**src/rtl/arrt_pkg.sv**
```systemverilog
package arrt_pkg;

  // Table geometry and address width
  localparam int unsigned NUM_RANGES = 8;
  localparam int unsigned ADDR_BITS  = 48;
  localparam int unsigned IDX_W      = (NUM_RANGES > 1) ? $clog2(NUM_RANGES) : 1;

  // Publisher counter limits
  localparam int unsigned MAX_PUBLISHERS = 65535;
  localparam int unsigned COUNT_CAP      = 65535;
  localparam int unsigned PUB_CEIL       =
      (MAX_PUBLISHERS < COUNT_CAP) ? MAX_PUBLISHERS : COUNT_CAP;

  localparam int unsigned OP_W     = 3;
  localparam int unsigned STATUS_W = 2;
  localparam int unsigned LIFE_W   = 2;
  localparam int unsigned PUB_W    = 16;
  localparam int unsigned LIMIT_W  = 48;

  localparam logic [LIMIT_W-1:0] LIMIT_RESET = 48'h8000_0000_0000;

  typedef enum logic [OP_W-1:0] {
    OP_RESERVE   = 3'd0,
    OP_RELEASE   = 3'd1,
    OP_CONTAINS  = 3'd2,
    OP_OVERLAPS  = 3'd3,
    OP_PUBLISH   = 3'd4,
    OP_UNPUBLISH = 3'd5,
    OP_RETIRE    = 3'd6
  } op_t;

  typedef enum logic [STATUS_W-1:0] {
    ST_OK      = 2'd0,
    ST_INVALID = 2'd1,
    ST_FULL    = 2'd2,
    ST_LIFE    = 2'd3
  } status_t;

  typedef enum logic [LIFE_W-1:0] {
    LIFE_BUILDING = 2'd0,
    LIFE_ACTIVE   = 2'd1,
    LIFE_RETIRING = 2'd2
  } life_t;

endpackage

```
**src/rtl/arrt_if.sv**
```systemverilog
// Request channel: one table or lifecycle operation per transfer.
interface arrt_req_if;
  import arrt_pkg::*;

  logic                 valid;
  logic                 ready;
  logic [OP_W-1:0]      operation;
  logic [ADDR_BITS-1:0] start_addr;
  logic [ADDR_BITS-1:0] end_addr;
  logic                 region_kind;

  modport source (output valid, operation, start_addr, end_addr, region_kind,
                  input ready);
  modport sink   (input valid, operation, start_addr, end_addr, region_kind,
                  output ready);
endinterface

// Response channel: one result per request.
interface arrt_rsp_if;
  import arrt_pkg::*;

  logic                valid;
  logic                ready;
  logic [STATUS_W-1:0] status;
  logic                hit;
  logic [LIFE_W-1:0]   life_state;
  logic [PUB_W-1:0]    publisher_count;

  modport source (output valid, status, hit, life_state, publisher_count,
                  input ready);
  modport sink   (input valid, status, hit, life_state, publisher_count,
                  output ready);
endinterface

```
**src/rtl/address_region_reservation_table_unit.sv**
```systemverilog
// Sequence from request transfer to response valid: a check step, a scan of up to NUM_RANGES
//   entries (one entry per cycle through one compare unit), a fill step for a new reservation,
//   and a load of the response register once the previous response has left it.
// A new request is taken only in the idle state, after the current one has finished.
// A finished response waits in its own register while the next request is taken.
// Reset (rst, synchronous): table empty, lifecycle building, no publishers, limit 2^47.
module address_region_reservation_table_unit (
  input  logic                         clk,
  input  logic                         rst,
  input  logic                         cfg_wr_en,
  input  logic [arrt_pkg::LIMIT_W-1:0] cfg_wr_data,
  arrt_req_if.sink                     req,
  arrt_rsp_if.source                   rsp
);
  import arrt_pkg::*;

  typedef enum logic [4:0] {
    S_IDLE  = 5'b00001,
    S_CHECK = 5'b00010,
    S_SCAN  = 5'b00100,
    S_FILL  = 5'b01000,
    S_DONE  = 5'b10000
  } seq_t;

  seq_t state;

  // Configuration and lifecycle
  logic [LIMIT_W-1:0] user_space_limit;
  life_t              life;
  logic [PUB_W-1:0]   pub;

  // Range table
  logic [ADDR_BITS-1:0] range_start [NUM_RANGES];
  logic [ADDR_BITS-1:0] range_end   [NUM_RANGES];
  logic                 range_kind  [NUM_RANGES];
  logic [NUM_RANGES-1:0] range_valid;

  // Latched request and scan control
  logic [OP_W-1:0]      op;
  logic [ADDR_BITS-1:0] s_addr;
  logic [ADDR_BITS-1:0] e_addr;
  logic                 kind;
  logic [IDX_W-1:0]     idx;
  logic [IDX_W-1:0]     free_idx;
  logic                 free_found;
  status_t              res_status;
  logic                 res_hit;

  // Response register
  logic                out_valid;
  logic [STATUS_W-1:0] out_status;
  logic                out_hit;
  logic [LIFE_W-1:0]   out_life;
  logic [PUB_W-1:0]    out_pub;

  // Shared compare unit on the entry under the scan index
  logic [ADDR_BITS-1:0] cur_start;
  logic [ADDR_BITS-1:0] cur_end;
  logic                 cur_valid;
  logic                 hit_exact;
  logic                 hit_touch;
  logic                 hit_cover;
  logic                 last_idx;

  assign cur_start = range_start[idx];
  assign cur_end   = range_end[idx];
  assign cur_valid = range_valid[idx];
  assign hit_exact = cur_valid && (cur_start == s_addr) && (cur_end == e_addr) &&
                     (range_kind[idx] == kind);
  assign hit_touch = cur_valid && (s_addr < cur_end) && (e_addr > cur_start);
  assign hit_cover = cur_valid && (s_addr >= cur_start) && (s_addr < cur_end);
  assign last_idx  = (idx == IDX_W'(NUM_RANGES - 1));

  // Reserve admission checks
  logic reserve_ok;
  assign reserve_ok = (life == LIFE_BUILDING) && (s_addr != '0) && (s_addr < e_addr) &&
                      ((ADDR_BITS > LIMIT_W) ? (e_addr <= ADDR_BITS'(user_space_limit))
                                             : (LIMIT_W'(e_addr) <= user_space_limit));

  assign req.ready = (state == S_IDLE);

  assign rsp.valid           = out_valid;
  assign rsp.status          = out_status;
  assign rsp.hit             = out_hit;
  assign rsp.life_state      = out_life;
  assign rsp.publisher_count = out_pub;

  // Limit register
  always_ff @(posedge clk) begin
    if (rst) begin
      user_space_limit <= LIMIT_RESET;
    end else if (cfg_wr_en) begin
      user_space_limit <= cfg_wr_data;
    end
  end

  // Sequencer, table and lifecycle updates
  always_ff @(posedge clk) begin
    if (rst) begin
      state       <= S_IDLE;
      life        <= LIFE_BUILDING;
      pub         <= '0;
      range_valid <= '0;
      idx         <= '0;
      free_found  <= 1'b0;
    end else begin
      case (state)
        S_IDLE: begin
          if (req.valid) begin
            op         <= req.operation;
            s_addr     <= req.start_addr;
            e_addr     <= req.end_addr;
            kind       <= req.region_kind;
            idx        <= '0;
            free_found <= 1'b0;
            res_status <= ST_OK;
            res_hit    <= 1'b0;
            state      <= S_CHECK;
          end
        end

        // Operations that need no scan settle here
        S_CHECK: begin
          state <= S_DONE;
          case (op)
            OP_RESERVE: begin
              if (reserve_ok) begin
                state <= S_SCAN;
              end else begin
                res_status <= ST_INVALID;
              end
            end
            OP_RELEASE, OP_CONTAINS: begin
              state <= S_SCAN;
            end
            OP_OVERLAPS: begin
              if (s_addr < e_addr) begin
                state <= S_SCAN;
              end
            end
            OP_PUBLISH: begin
              if ((life inside {LIFE_BUILDING, LIFE_ACTIVE}) &&
                  (pub < PUB_W'(PUB_CEIL))) begin
                life <= LIFE_ACTIVE;
                pub  <= pub + PUB_W'(1);
              end else begin
                res_status <= ST_LIFE;
              end
            end
            OP_UNPUBLISH: begin
              if ((life == LIFE_ACTIVE) && (pub != '0)) begin
                life <= (pub == PUB_W'(1)) ? LIFE_RETIRING : LIFE_ACTIVE;
                pub  <= pub - PUB_W'(1);
              end else begin
                res_status <= ST_LIFE;
              end
            end
            OP_RETIRE: begin
              if ((pub == '0) && (life inside {LIFE_BUILDING, LIFE_RETIRING})) begin
                life <= LIFE_RETIRING;
              end else begin
                res_status <= ST_LIFE;
              end
            end
            default: begin
              res_status <= ST_INVALID;
            end
          endcase
        end

        // One entry per cycle, in index order
        S_SCAN: begin
          idx <= idx + IDX_W'(1);
          case (op)
            OP_RESERVE: begin
              if (hit_exact) begin
                state <= S_DONE;
              end else if (hit_touch) begin
                res_status <= ST_INVALID;
                state      <= S_DONE;
              end else begin
                if (!cur_valid && !free_found) begin
                  free_idx   <= idx;
                  free_found <= 1'b1;
                end
                if (last_idx) begin
                  if (free_found || !cur_valid) begin
                    state <= S_FILL;
                  end else begin
                    res_status <= ST_FULL;
                    state      <= S_DONE;
                  end
                end
              end
            end
            OP_RELEASE: begin
              if (hit_exact) begin
                range_valid[idx] <= 1'b0;
                res_hit          <= 1'b1;
                state            <= S_DONE;
              end else if (last_idx) begin
                state <= S_DONE;
              end
            end
            OP_CONTAINS: begin
              if (hit_cover) begin
                res_hit <= 1'b1;
                state   <= S_DONE;
              end else if (last_idx) begin
                state <= S_DONE;
              end
            end
            default: begin
              if (hit_touch) begin
                res_hit <= 1'b1;
                state   <= S_DONE;
              end else if (last_idx) begin
                state <= S_DONE;
              end
            end
          endcase
        end

        S_FILL: begin
          range_valid[free_idx] <= 1'b1;
          state                 <= S_DONE;
        end

        S_DONE: begin
          if (!out_valid || rsp.ready) begin
            state <= S_IDLE;
          end
        end

        default: begin
          state <= S_IDLE;
        end
      endcase
    end
  end

  // Entry payload written on a fill
  always_ff @(posedge clk) begin
    if (state == S_FILL) begin
      range_start[free_idx] <= s_addr;
      range_end[free_idx]   <= e_addr;
      range_kind[free_idx]  <= kind;
    end
  end

  // Response register: loaded when the sequencer finishes, freed by a transfer
  always_ff @(posedge clk) begin
    if (rst) begin
      out_valid <= 1'b0;
    end else if ((state == S_DONE) && (!out_valid || rsp.ready)) begin
      out_valid <= 1'b1;
    end else if (rsp.ready) begin
      out_valid <= 1'b0;
    end
  end

  always_ff @(posedge clk) begin
    if ((state == S_DONE) && (!out_valid || rsp.ready)) begin
      out_status <= res_status;
      out_hit    <= res_hit;
      out_life   <= life;
      out_pub    <= pub;
    end
  end

  // Any publisher means the lifecycle is active
  a_pub_active: assert property (@(posedge clk) disable iff (rst)
    (pub != '0) |-> (life == LIFE_ACTIVE))
    else $error("publishers present outside the active state");

  // Retiring is final
  a_retire_final: assert property (@(posedge clk) disable iff (rst)
    (life == LIFE_RETIRING) |=> (life == LIFE_RETIRING))
    else $error("lifecycle left the retiring state");

  // A fill only ever takes a free slot
  a_fill_free: assert property (@(posedge clk) disable iff (rst)
    (state == S_FILL) |-> !range_valid[free_idx])
    else $error("fill into an occupied slot");

  // A new response only follows the end of a sequence
  a_rsp_source: assert property (@(posedge clk) disable iff (rst)
    $rose(out_valid) |-> $past(state == S_DONE))
    else $error("response raised outside the done step");

endmodule

```
**src/flat_wrapper.sv**
```systemverilog
// flat-port wrapper written by rule: the top's interface ports become plain ports
module address_region_reservation_table_unit_flat import arrt_pkg::*;
  (clk, rst, cfg_wr_en, cfg_wr_data, req_valid, req_operation, req_start_addr, req_end_addr, req_region_kind, req_ready, rsp_valid, rsp_status, rsp_hit, rsp_life_state, rsp_publisher_count, rsp_ready);
  arrt_req_if req_i ();
  arrt_rsp_if rsp_i ();
  input  logic clk;
  input  logic rst;
  input  logic cfg_wr_en;
  input  logic [arrt_pkg::LIMIT_W-1:0] cfg_wr_data;
  input wire logic [$bits(req_i.valid)-1:0] req_valid;
  input wire logic [$bits(req_i.operation)-1:0] req_operation;
  input wire logic [$bits(req_i.start_addr)-1:0] req_start_addr;
  input wire logic [$bits(req_i.end_addr)-1:0] req_end_addr;
  input wire logic [$bits(req_i.region_kind)-1:0] req_region_kind;
  output wire logic [$bits(req_i.ready)-1:0] req_ready;
  output wire logic [$bits(rsp_i.valid)-1:0] rsp_valid;
  output wire logic [$bits(rsp_i.status)-1:0] rsp_status;
  output wire logic [$bits(rsp_i.hit)-1:0] rsp_hit;
  output wire logic [$bits(rsp_i.life_state)-1:0] rsp_life_state;
  output wire logic [$bits(rsp_i.publisher_count)-1:0] rsp_publisher_count;
  input wire logic [$bits(rsp_i.ready)-1:0] rsp_ready;
  assign req_i.valid = req_valid;
  assign req_i.operation = req_operation;
  assign req_i.start_addr = req_start_addr;
  assign req_i.end_addr = req_end_addr;
  assign req_i.region_kind = req_region_kind;
  assign req_ready = req_i.ready;
  assign rsp_valid = rsp_i.valid;
  assign rsp_status = rsp_i.status;
  assign rsp_hit = rsp_i.hit;
  assign rsp_life_state = rsp_i.life_state;
  assign rsp_publisher_count = rsp_i.publisher_count;
  assign rsp_i.ready = rsp_ready;
  address_region_reservation_table_unit u_core (.clk(clk), .rst(rst), .cfg_wr_en(cfg_wr_en), .cfg_wr_data(cfg_wr_data), .req(req_i), .rsp(rsp_i));
endmodule
```
**config.mk**
```make
export PLATFORM = sky130hd
export DESIGN_NAME = address_region_reservation_table_unit_flat
export DESIGN_NICKNAME = d
export VERILOG_FILES = /design/src/rtl/arrt_pkg.sv /design/src/rtl/arrt_if.sv /design/src/rtl/address_region_reservation_table_unit.sv /design/src/flat_wrapper.sv
export SDC_FILE = /design/constraint.sdc
export NUM_CORES = 1
export LEC_CHECK = 0
export BUFFER_PORTS_ARGS = -buffer_cell sky130_fd_sc_hd__buf_2
export CORE_ASPECT_RATIO = 1.1
export CORE_MARGIN = 2
export CORE_UTILIZATION = 50
export DETAILED_ROUTE_END_ITERATION = 7
export MAX_ROUTING_LAYER = met4
export PLACE_DENSITY = 0.72
export SLEW_MARGIN = 5
export SYNTH_ARGS = -nofsm -noshare
export SYNTH_HDL_FRONTEND = slang
export SYNTH_SLANG_ARGS = --single-unit
```
**constraint.sdc**
```tcl
create_clock -name clk -period 13.9 [get_ports clk]
set_clock_uncertainty 0.1 [all_clocks]
set_input_delay 1.39 -clock clk [delete_from_list [all_inputs] [get_ports clk]]
set_output_delay 1.39 -clock clk [all_outputs]
set_load 0.03 [all_outputs]
```
==> metrics.csv, run 1 <==
stage,metric,value,unit
status,status,"finished, final reports clean",
clocking,clockBufferDepth,3,
place,port_buffers,175,
logic_synthesis,netlist_area,43200,sq um
pwr,max-vdd-ir-drop,0.101,mV
clocking,cts_made_buffers,97,
clocking,path_clk_slew,0.06,ns
floorplan,start_util,0.502,
timing,hold_viol,0,
routing,viasPerCell,6.07,
timing,slew_headroom,0.170,
logic_synthesis,synth_async_sr_flop_share,0,
logic_synthesis,ys_ff_latch,990,
logic_synthesis,synth_seq_area_share,0.668,
global_routing,grt_usage,0.256,
setup_path,cpMostUsedCell,buf_4,
routing,drt_iter0_drc,2311,
setup_path,path_class,flip-flop to flip-flop,
place,postPlaceCellArea,45500,sq um
job,maxCapViolCount,0,
place,dp_hpwl,71.5,mm
clocking,htreeDepth,3,
place,placed_cells,3911,
floorplan,num_io_pins,176,
setup_path,startpoint_type,flip-flop,
floorplan,dieArea,88700,sq um
setup_path,worstPathRequired,14.19,ns
layout,final_nets,3257,
timing,holdWs,0.374,ns
min_path,hp-class,flip-flop to flip-flop,
pwr,static-leakage-power,0.0164,uW
logic_synthesis,synthXorXnorAreaFrac,0.0130,
timing,tns,0,ns
clocking,cts_tree,yes,
routing,avgRoutedWirePerCell,26.8,um
layout,fin_area,48700,sq um
logic_synthesis,synth-edff-count,903,
setup_path,slowest_delay,0.94,ns
clocking,cts_root_buffer,clkbuf_16,
logic_synthesis,synthDistinctLibCells,68,
routing,final_antenna_net_count,0,
routing,wl,110,mm
clocking,cts_num_sinks,990,
logic_synthesis,avgSynthCellArea,16.4,sq um
floorplan,dieHeight,312,um
timing,slew_violations,0,
setup_path,cp_slowest_cell,a2111oi_0,
layout,layoutNonFillerInstCount,4099,
layout,fin_util,0.566,
global_routing,grt_max_degree,117,
layout,drive_gt1_frac,0.189,
logic_synthesis,yosys.area_share.simple,0.0530,
timing,fmax,154,MHz
layout,fillers,6625,
floorplan,die_width,284,um
routing,drc,0,
floorplan,num_rows,113,
global_routing,antenna_found_initial,5,
setup_path,critPathMaxFanout,50,
setup_path,cp-end-kind,flip-flop,
floorplan,core,86000,sq um
routing,first_pass_iters,5,
logic_synthesis,synth_top_family_by_area,multiplexers,
timing,rsz0062_at_grt,no,
setup_path,path_cells,"buf_4, buf_4, nor2b_1, buf_4, a22oi_1, nand2_1, ha_1, a21oi_1, o21ai_0, a2111oi_0, a211oi_1, a211o_1, or3_1, a22oi_1, o21ai_1, a21oi_1",
clocking,postCtsSetupBuffers,0,
place,gp_congestion,0.952,
logic_synthesis,synth_compound_area_frac,0.0468,
routing,vias,24900,
timing,setup_viol,0,
global_routing,grt_overflow_total,0,
pwr,p_per_area,128,nW/um^2
logic_synthesis,yosys.area_share.adder,0.0707,
layout,synthToLayoutAreaGrowth,12.7,%
logic_synthesis,syn_nets,3029,
global_routing,grt_pass1_wl,163,mm
logic_synthesis,yosysWarnings,0,
timing,worst_slew_pin_slew,1.25,ns
logic_synthesis,synthCells,2632,
clocking,hold_buffers,0,
clocking,cts-resized-gates,0,
logic_synthesis,synthMuxAreaShare,0.128,
timing,period_minus_slack,6.49,ns
clocking,clk_latency,0.69,ns
logic_synthesis,synth_ff_type,edfxtp_1,
setup_path,arrival,6.77,ns
timing,period_share,0.467,
global_routing,grt_pass1_vias,25400,
[Yosys cell counts (8+ instances only)]
cell | count | area [sq um]
buf_2 | 22 | 110
edfxtp_1 | 903 | 27100
buf_1 | 11 | 41.3
o21a_1 | 10 | 75.1
o211ai_1 | 8 | 60.1
a221oi_1 | 8 | 70.1
o21ai_0 | 59 | 295
dfxtp_1 | 87 | 1740
a31oi_1 | 13 | 81.3
nor2b_1 | 17 | 106
a21oi_1 | 83 | 415
ha_1 | 244 | 3050
a21o_1 | 20 | 150
nand4_1 | 60 | 375
nor4_1 | 26 | 163
a211oi_1 | 21 | 158
nand3_1 | 43 | 215
clkbuf_1 | 41 | 154
nor2_1 | 129 | 484
inv_1 | 117 | 439
nand2b_1 | 10 | 62.6
nand2_1 | 90 | 338
xnor2_1 | 51 | 447
a22oi_1 | 37 | 278
mux2i_1 | 196 | 1960
mux4_2 | 153 | 3450
xor2_1 | 13 | 114
nor3_1 | 34 | 170
buf_4 | 11 | 82.6
[cell type report]
cell class / instances / area (sq um) / share of cell area
repair buffers: 217 / 1220 / 0.0250
inverters: 117 / 439 / 0.00902
multi-input cells: 1437 / 13500 / 0.278
clock inverters: 60 / 563 / 0.0116
well taps: 1150 / 1440 / 0.0296
diodes: 5 / 12.5 / 0.000257
flip-flops and latches: 990 / 28900 / 0.593
clock buffers: 123 / 2620 / 0.0538
[per-stage QoR]
stage / total power (uW) / worst slack [ns]
after floorplan: 3530 / 3.06
after global placement: 3640 / 7.38
after detailed placement: 3660 / 7.35
after CTS: 6250 / 7.39
after global routing: 6390 / 7.08
final: 6220 / 7.41
[critical path: cells and delay by family (launching register included)]
| kind | cells | cell delay (ns) |
|---|---|---|
| flip-flops | 1 | 0.67 |
| AND/OR/NAND/NOR | 3 | 1.09 |
| adder cells (fa/ha/maj) | 1 | 0.26 |
| buffers and inverters | 3 | 1.57 |
| AO/OA/AOI/OAI | 9 | 2.37 |
[flip-flops by register name (all words and copies together), names as in the netlist, 3 cells and up, named ones only]
register,cells
u_core.range_valid,8
u_core.state,5
u_core.e_addr,48
u_core.idx,3
u_core.user_space_limit,48
u_core.s_addr,48
u_core.rsp.publisher_count,16
u_core.op,3
u_core.free_idx,3
u_core.pub,16
u_core.range_start,384
u_core.range_kind,8
u_core.range_end,384
[placed cells by master (no fill, tap or decap), types with 8 or more instances in the layout]
cell type  synthesis  final
clkinv_2           0     18
o211ai_1           8      8
nor3_1            34     30
a22oi_1           37     37
a221oi_1           8      8
nand2_1           90     90
clkbuf_1          41     19
a21oi_1           83     83
ha_1             244    244
mux4_2           153    153
xnor2_1           51     51
o21a_1            10     10
a211oi_1          21     21
inv_1            117    117
nand3_1           43     43
xor2_1            13     13
nor2_1           129    125
bufinv_16          0      8
a31oi_1           13     13
nor2b_1           17     15
nand4_1           60     60
a21o_1            20     20
edfxtp_1         903    903
o21ai_0           59     59
buf_4             11     40
nor4_1            26     25
buf_2             22    175
dfxtp_1           87     84
mux2i_1          196    196
clkinv_1           0     15
nand2b_1          10     10
clkbuf_16          0     99
[cell families after synthesis]
family                     after synthesis
buffers and inverters                  205
and+or+nand+nor                        457
xor gates and xnor gates                64
DFF                                    990
adders and majority gates              244
AOI/OAI and AO/OA                      312
muxes                                  360
[metal layers]
| metal | global-route usage | wire length [um] | up-vias |
|---|---|---|---|
| met5 | - | 0 | - |
| met4 | 0.0823 | 3330 | 0 |
| met3 | 0.0358 | 7960 | 180 |
| met2 | 0.410 | 53400 | 1063 |
| met1 | 0.340 | 45100 | 12700 |
| li1 | - | - | 10900 |
[worst paths after layout]
kind | start | endpoint | slack, ns | cells after the start
hold / removal | u_core.res_status[1] | u_core.rsp.status[1] | 0.37 | 0
setup reg to reg | flip-flop | u_core.res_hit | 7.41 | 16
setup / recovery | flip-flop | u_core.res_hit | 7.41 | 16
hold reg to reg | u_core.res_status[1] | u_core.rsp.status[1] | 0.37 | 0
[power breakdown]
part	internal (uW)	switching, uW	total [uW]	leakage (uW)
sequential	3280	79.6	3360	0.00886
combinational	93.9	142	236	0.00605
clock	1490	1130	2620	0.00155
total	4870	1350	6220	0.0164
(Power assumes the default switching activity.)
==> inputs of run 2 (changes only) <==
==> constraint.sdc (replaced) <==
create_clock -name clk -period 6.4 [get_ports clk]
set_clock_uncertainty 0.1 [all_clocks]
set_input_delay 0.64 -clock clk [delete_from_list [all_inputs] [get_ports clk]]
set_output_delay 0.64 -clock clk [all_outputs]
set_load 0.03 [all_outputs]
==> run 2 against run 1 <==
Compared with the run above: sequential power increased by 120%; count of clock-buffer cells in the layout decreased by 10; fmax increased by 17%; routed wire length increased by 1.1%; clock power increased by 120%; critical endpoint unchanged; critical path depth decreased by 1; highest routed layer unchanged; register-to-register slack got worse by 6.6 ns; global-route usage increased by 0.26 points.
==> metrics.csv, run 2 (same netlist as run 1, synthesis figures left out) <==
stage,metric,value,unit
floorplan,num_io_pins,176,
place,dp_hpwl,72.1,mm
setup_path,arrival,5.82,ns
layout,multiInputGateArea,13500,sq um
job,maxCapViolCount,0,
global_routing,grt_pass1_wl,165,mm
pwr,netSwitchingPower,2960,uW
setup_path,slowest_delay,0.62,ns
setup_path,path_class,flip-flop to flip-flop,
routing,vias,25100,
timing,holdWs,0.0374,ns
floorplan,core,86000,sq um
timing,worst_slew_pin_slew,1.18,ns
place,gp_congestion,0.950,
timing,period_share,0.867,
layout,final_nets,3271,
pwr,p_per_area,275,nW/um^2
global_routing,grt_pass1_vias,26000,
clocking,path_clk_slew,0.06,ns
pwr,report.power.total,13500,uW
place,port_buffers,175,
timing,fmax,180,MHz
min_path,hp-class,input pin to flip-flop,
clocking,cts-resized-gates,0,
timing,setup_viol,0,
timing,hold_viol,0,
timing,rsz0062_at_grt,no,
pwr,switching_share,0.220,
pwr,static-leakage-power,0.0165,uW
clocking,cts_tree,yes,
clocking,hold_buffers,1,
pwr,p_int,10500,uW
floorplan,num_rows,113,
routing,avgRoutedWirePerCell,27.0,um
layout,register_area,28900,sq um
place,placed_cells,3924,
setup_path,critPathMaxFanout,37,
floorplan,dieArea,88700,sq um
routing,final_antenna_net_count,0,
floorplan,dieHeight,312,um
floorplan,die_width,284,um
routing,first_pass_iters,5,
routing,drt_iter0_drc,2700,
clocking,postCtsSetupBuffers,0,
clocking,cts_root_buffer,clkbuf_16,
layout,final_common_cell,edfxtp_1,
global_routing,grt_overflow_total,0,
setup_path,path_cells,"buf_12, buf_12, mux4_2, mux2i_1, ha_1, nand3_1, nor4_2, nand2b_1, or4_1, or4_1, nor4_2, nand4_1, a22oi_1, o21ai_1, a21oi_1",
pwr,max-vdd-ir-drop,0.209,mV
timing,slew_headroom,0.209,
layout,layout_common_cells,"903 x edfxtp_1, 244 x ha_1, 196 x mux2i_1, 175 x buf_2, 153 x mux4_2",
layout,drive_gt1_frac,0.191,
setup_path,worstPathRequired,6.68,ns
pwr,seqPwrFrac,0.543,
clocking,cts_made_buffers,97,
layout,synthToLayoutAreaGrowth,13.3,%
clocking,clockBufferDepth,3,
global_routing,grt_usage,0.258,
setup_path,cp-end-kind,flip-flop,
setup_path,cp_slowest_cell,or4_1,
routing,viasPerCell,6.12,
layout,fillers,6614,
timing,slew_violations,0,
timing,period_minus_slack,5.55,ns
status,status,"finished, final reports clean",
pwr,pwr-share-clk,0.419,
clocking,htreeDepth,3,
place,postPlaceCellArea,45700,sq um
clocking,cts_num_sinks,990,
floorplan,start_util,0.502,
layout,top_regs,"u_core.range_end x384, u_core.range_start x384",
pwr,pwr-share-comb,0.038,
layout,layoutNonFillerInstCount,4105,
routing,wl,111,mm
layout,fin_area,48900,sq um
global_routing,grt_max_degree,99,
setup_path,startpoint_type,flip-flop,
clocking,clk_latency,0.68,ns
global_routing,antenna_found_initial,2,
routing,drc,0,
## run 2: routing by layer
metal / GRT usage / routed length, um / part of all wire / vias to the layer above
met5: - / 0 / 0 / -
met4: 0.102 / 4280 / 0.039 / 0
met3: 0.0312 / 8110 / 0.073 / 222
met2: 0.410 / 53400 / 0.48 / 1195
met1: 0.343 / 45200 / 0.41 / 12800
li1: - / - / - / 10900
## run 2: final timing paths
check	from	endpoint	slack [ns]	cells past startpoint
setup / recovery	flip-flop	u_core.res_hit	0.85	15
hold / removal	req_end_addr[42]	u_core.e_addr[42]	0.04	1
setup reg to reg	flip-flop	u_core.res_hit	0.85	15
hold reg to reg	u_core.res_status[1]	u_core.rsp.status[1]	0.36	0
## run 2: power groups by stage
stage	combinational (uW)	sequential [uW]	clock, uW
floorplan	309	7360	0
global placement	484	7430	0
detailed placement	503	7440	0
CTS	509	7310	5720
global route	568	7320	5960
finish	508	7310	5640
## run 2: through the flow
step | TNS, ns | util | setup slack (ns)
floorplan | -543.20 | - | -1.85
global placement | 0 | 0.532 | 0.963
detailed placement | 0 | 0.532 | 0.844
CTS | 0 | 0.569 | 0.838
global route | 0 | 0.569 | 0.429
finish | 0 | 0.569 | 0.853
## run 2: final cells by class
class | instances | area share
sequential | 990 | 0.590
multi-input combinational | 1437 | 0.277
clock buffer | 113 | 0.0515
timing repair buffer | 231 | 0.0299
tap | 1150 | 0.0294
clock inverter | 65 | 0.0129
inverter | 117 | 0.00898
antenna | 2 | 0.000102
## run 2: worst max-delay path: cells and delay by family, from the launching register on
family          cells  cell delay, ns
compound gates      3            0.59
fa+ha+maj           1            0.18
buf+inv             2            0.55
flops               1            0.60
mux                 2            0.80
simple gates        7            2.39
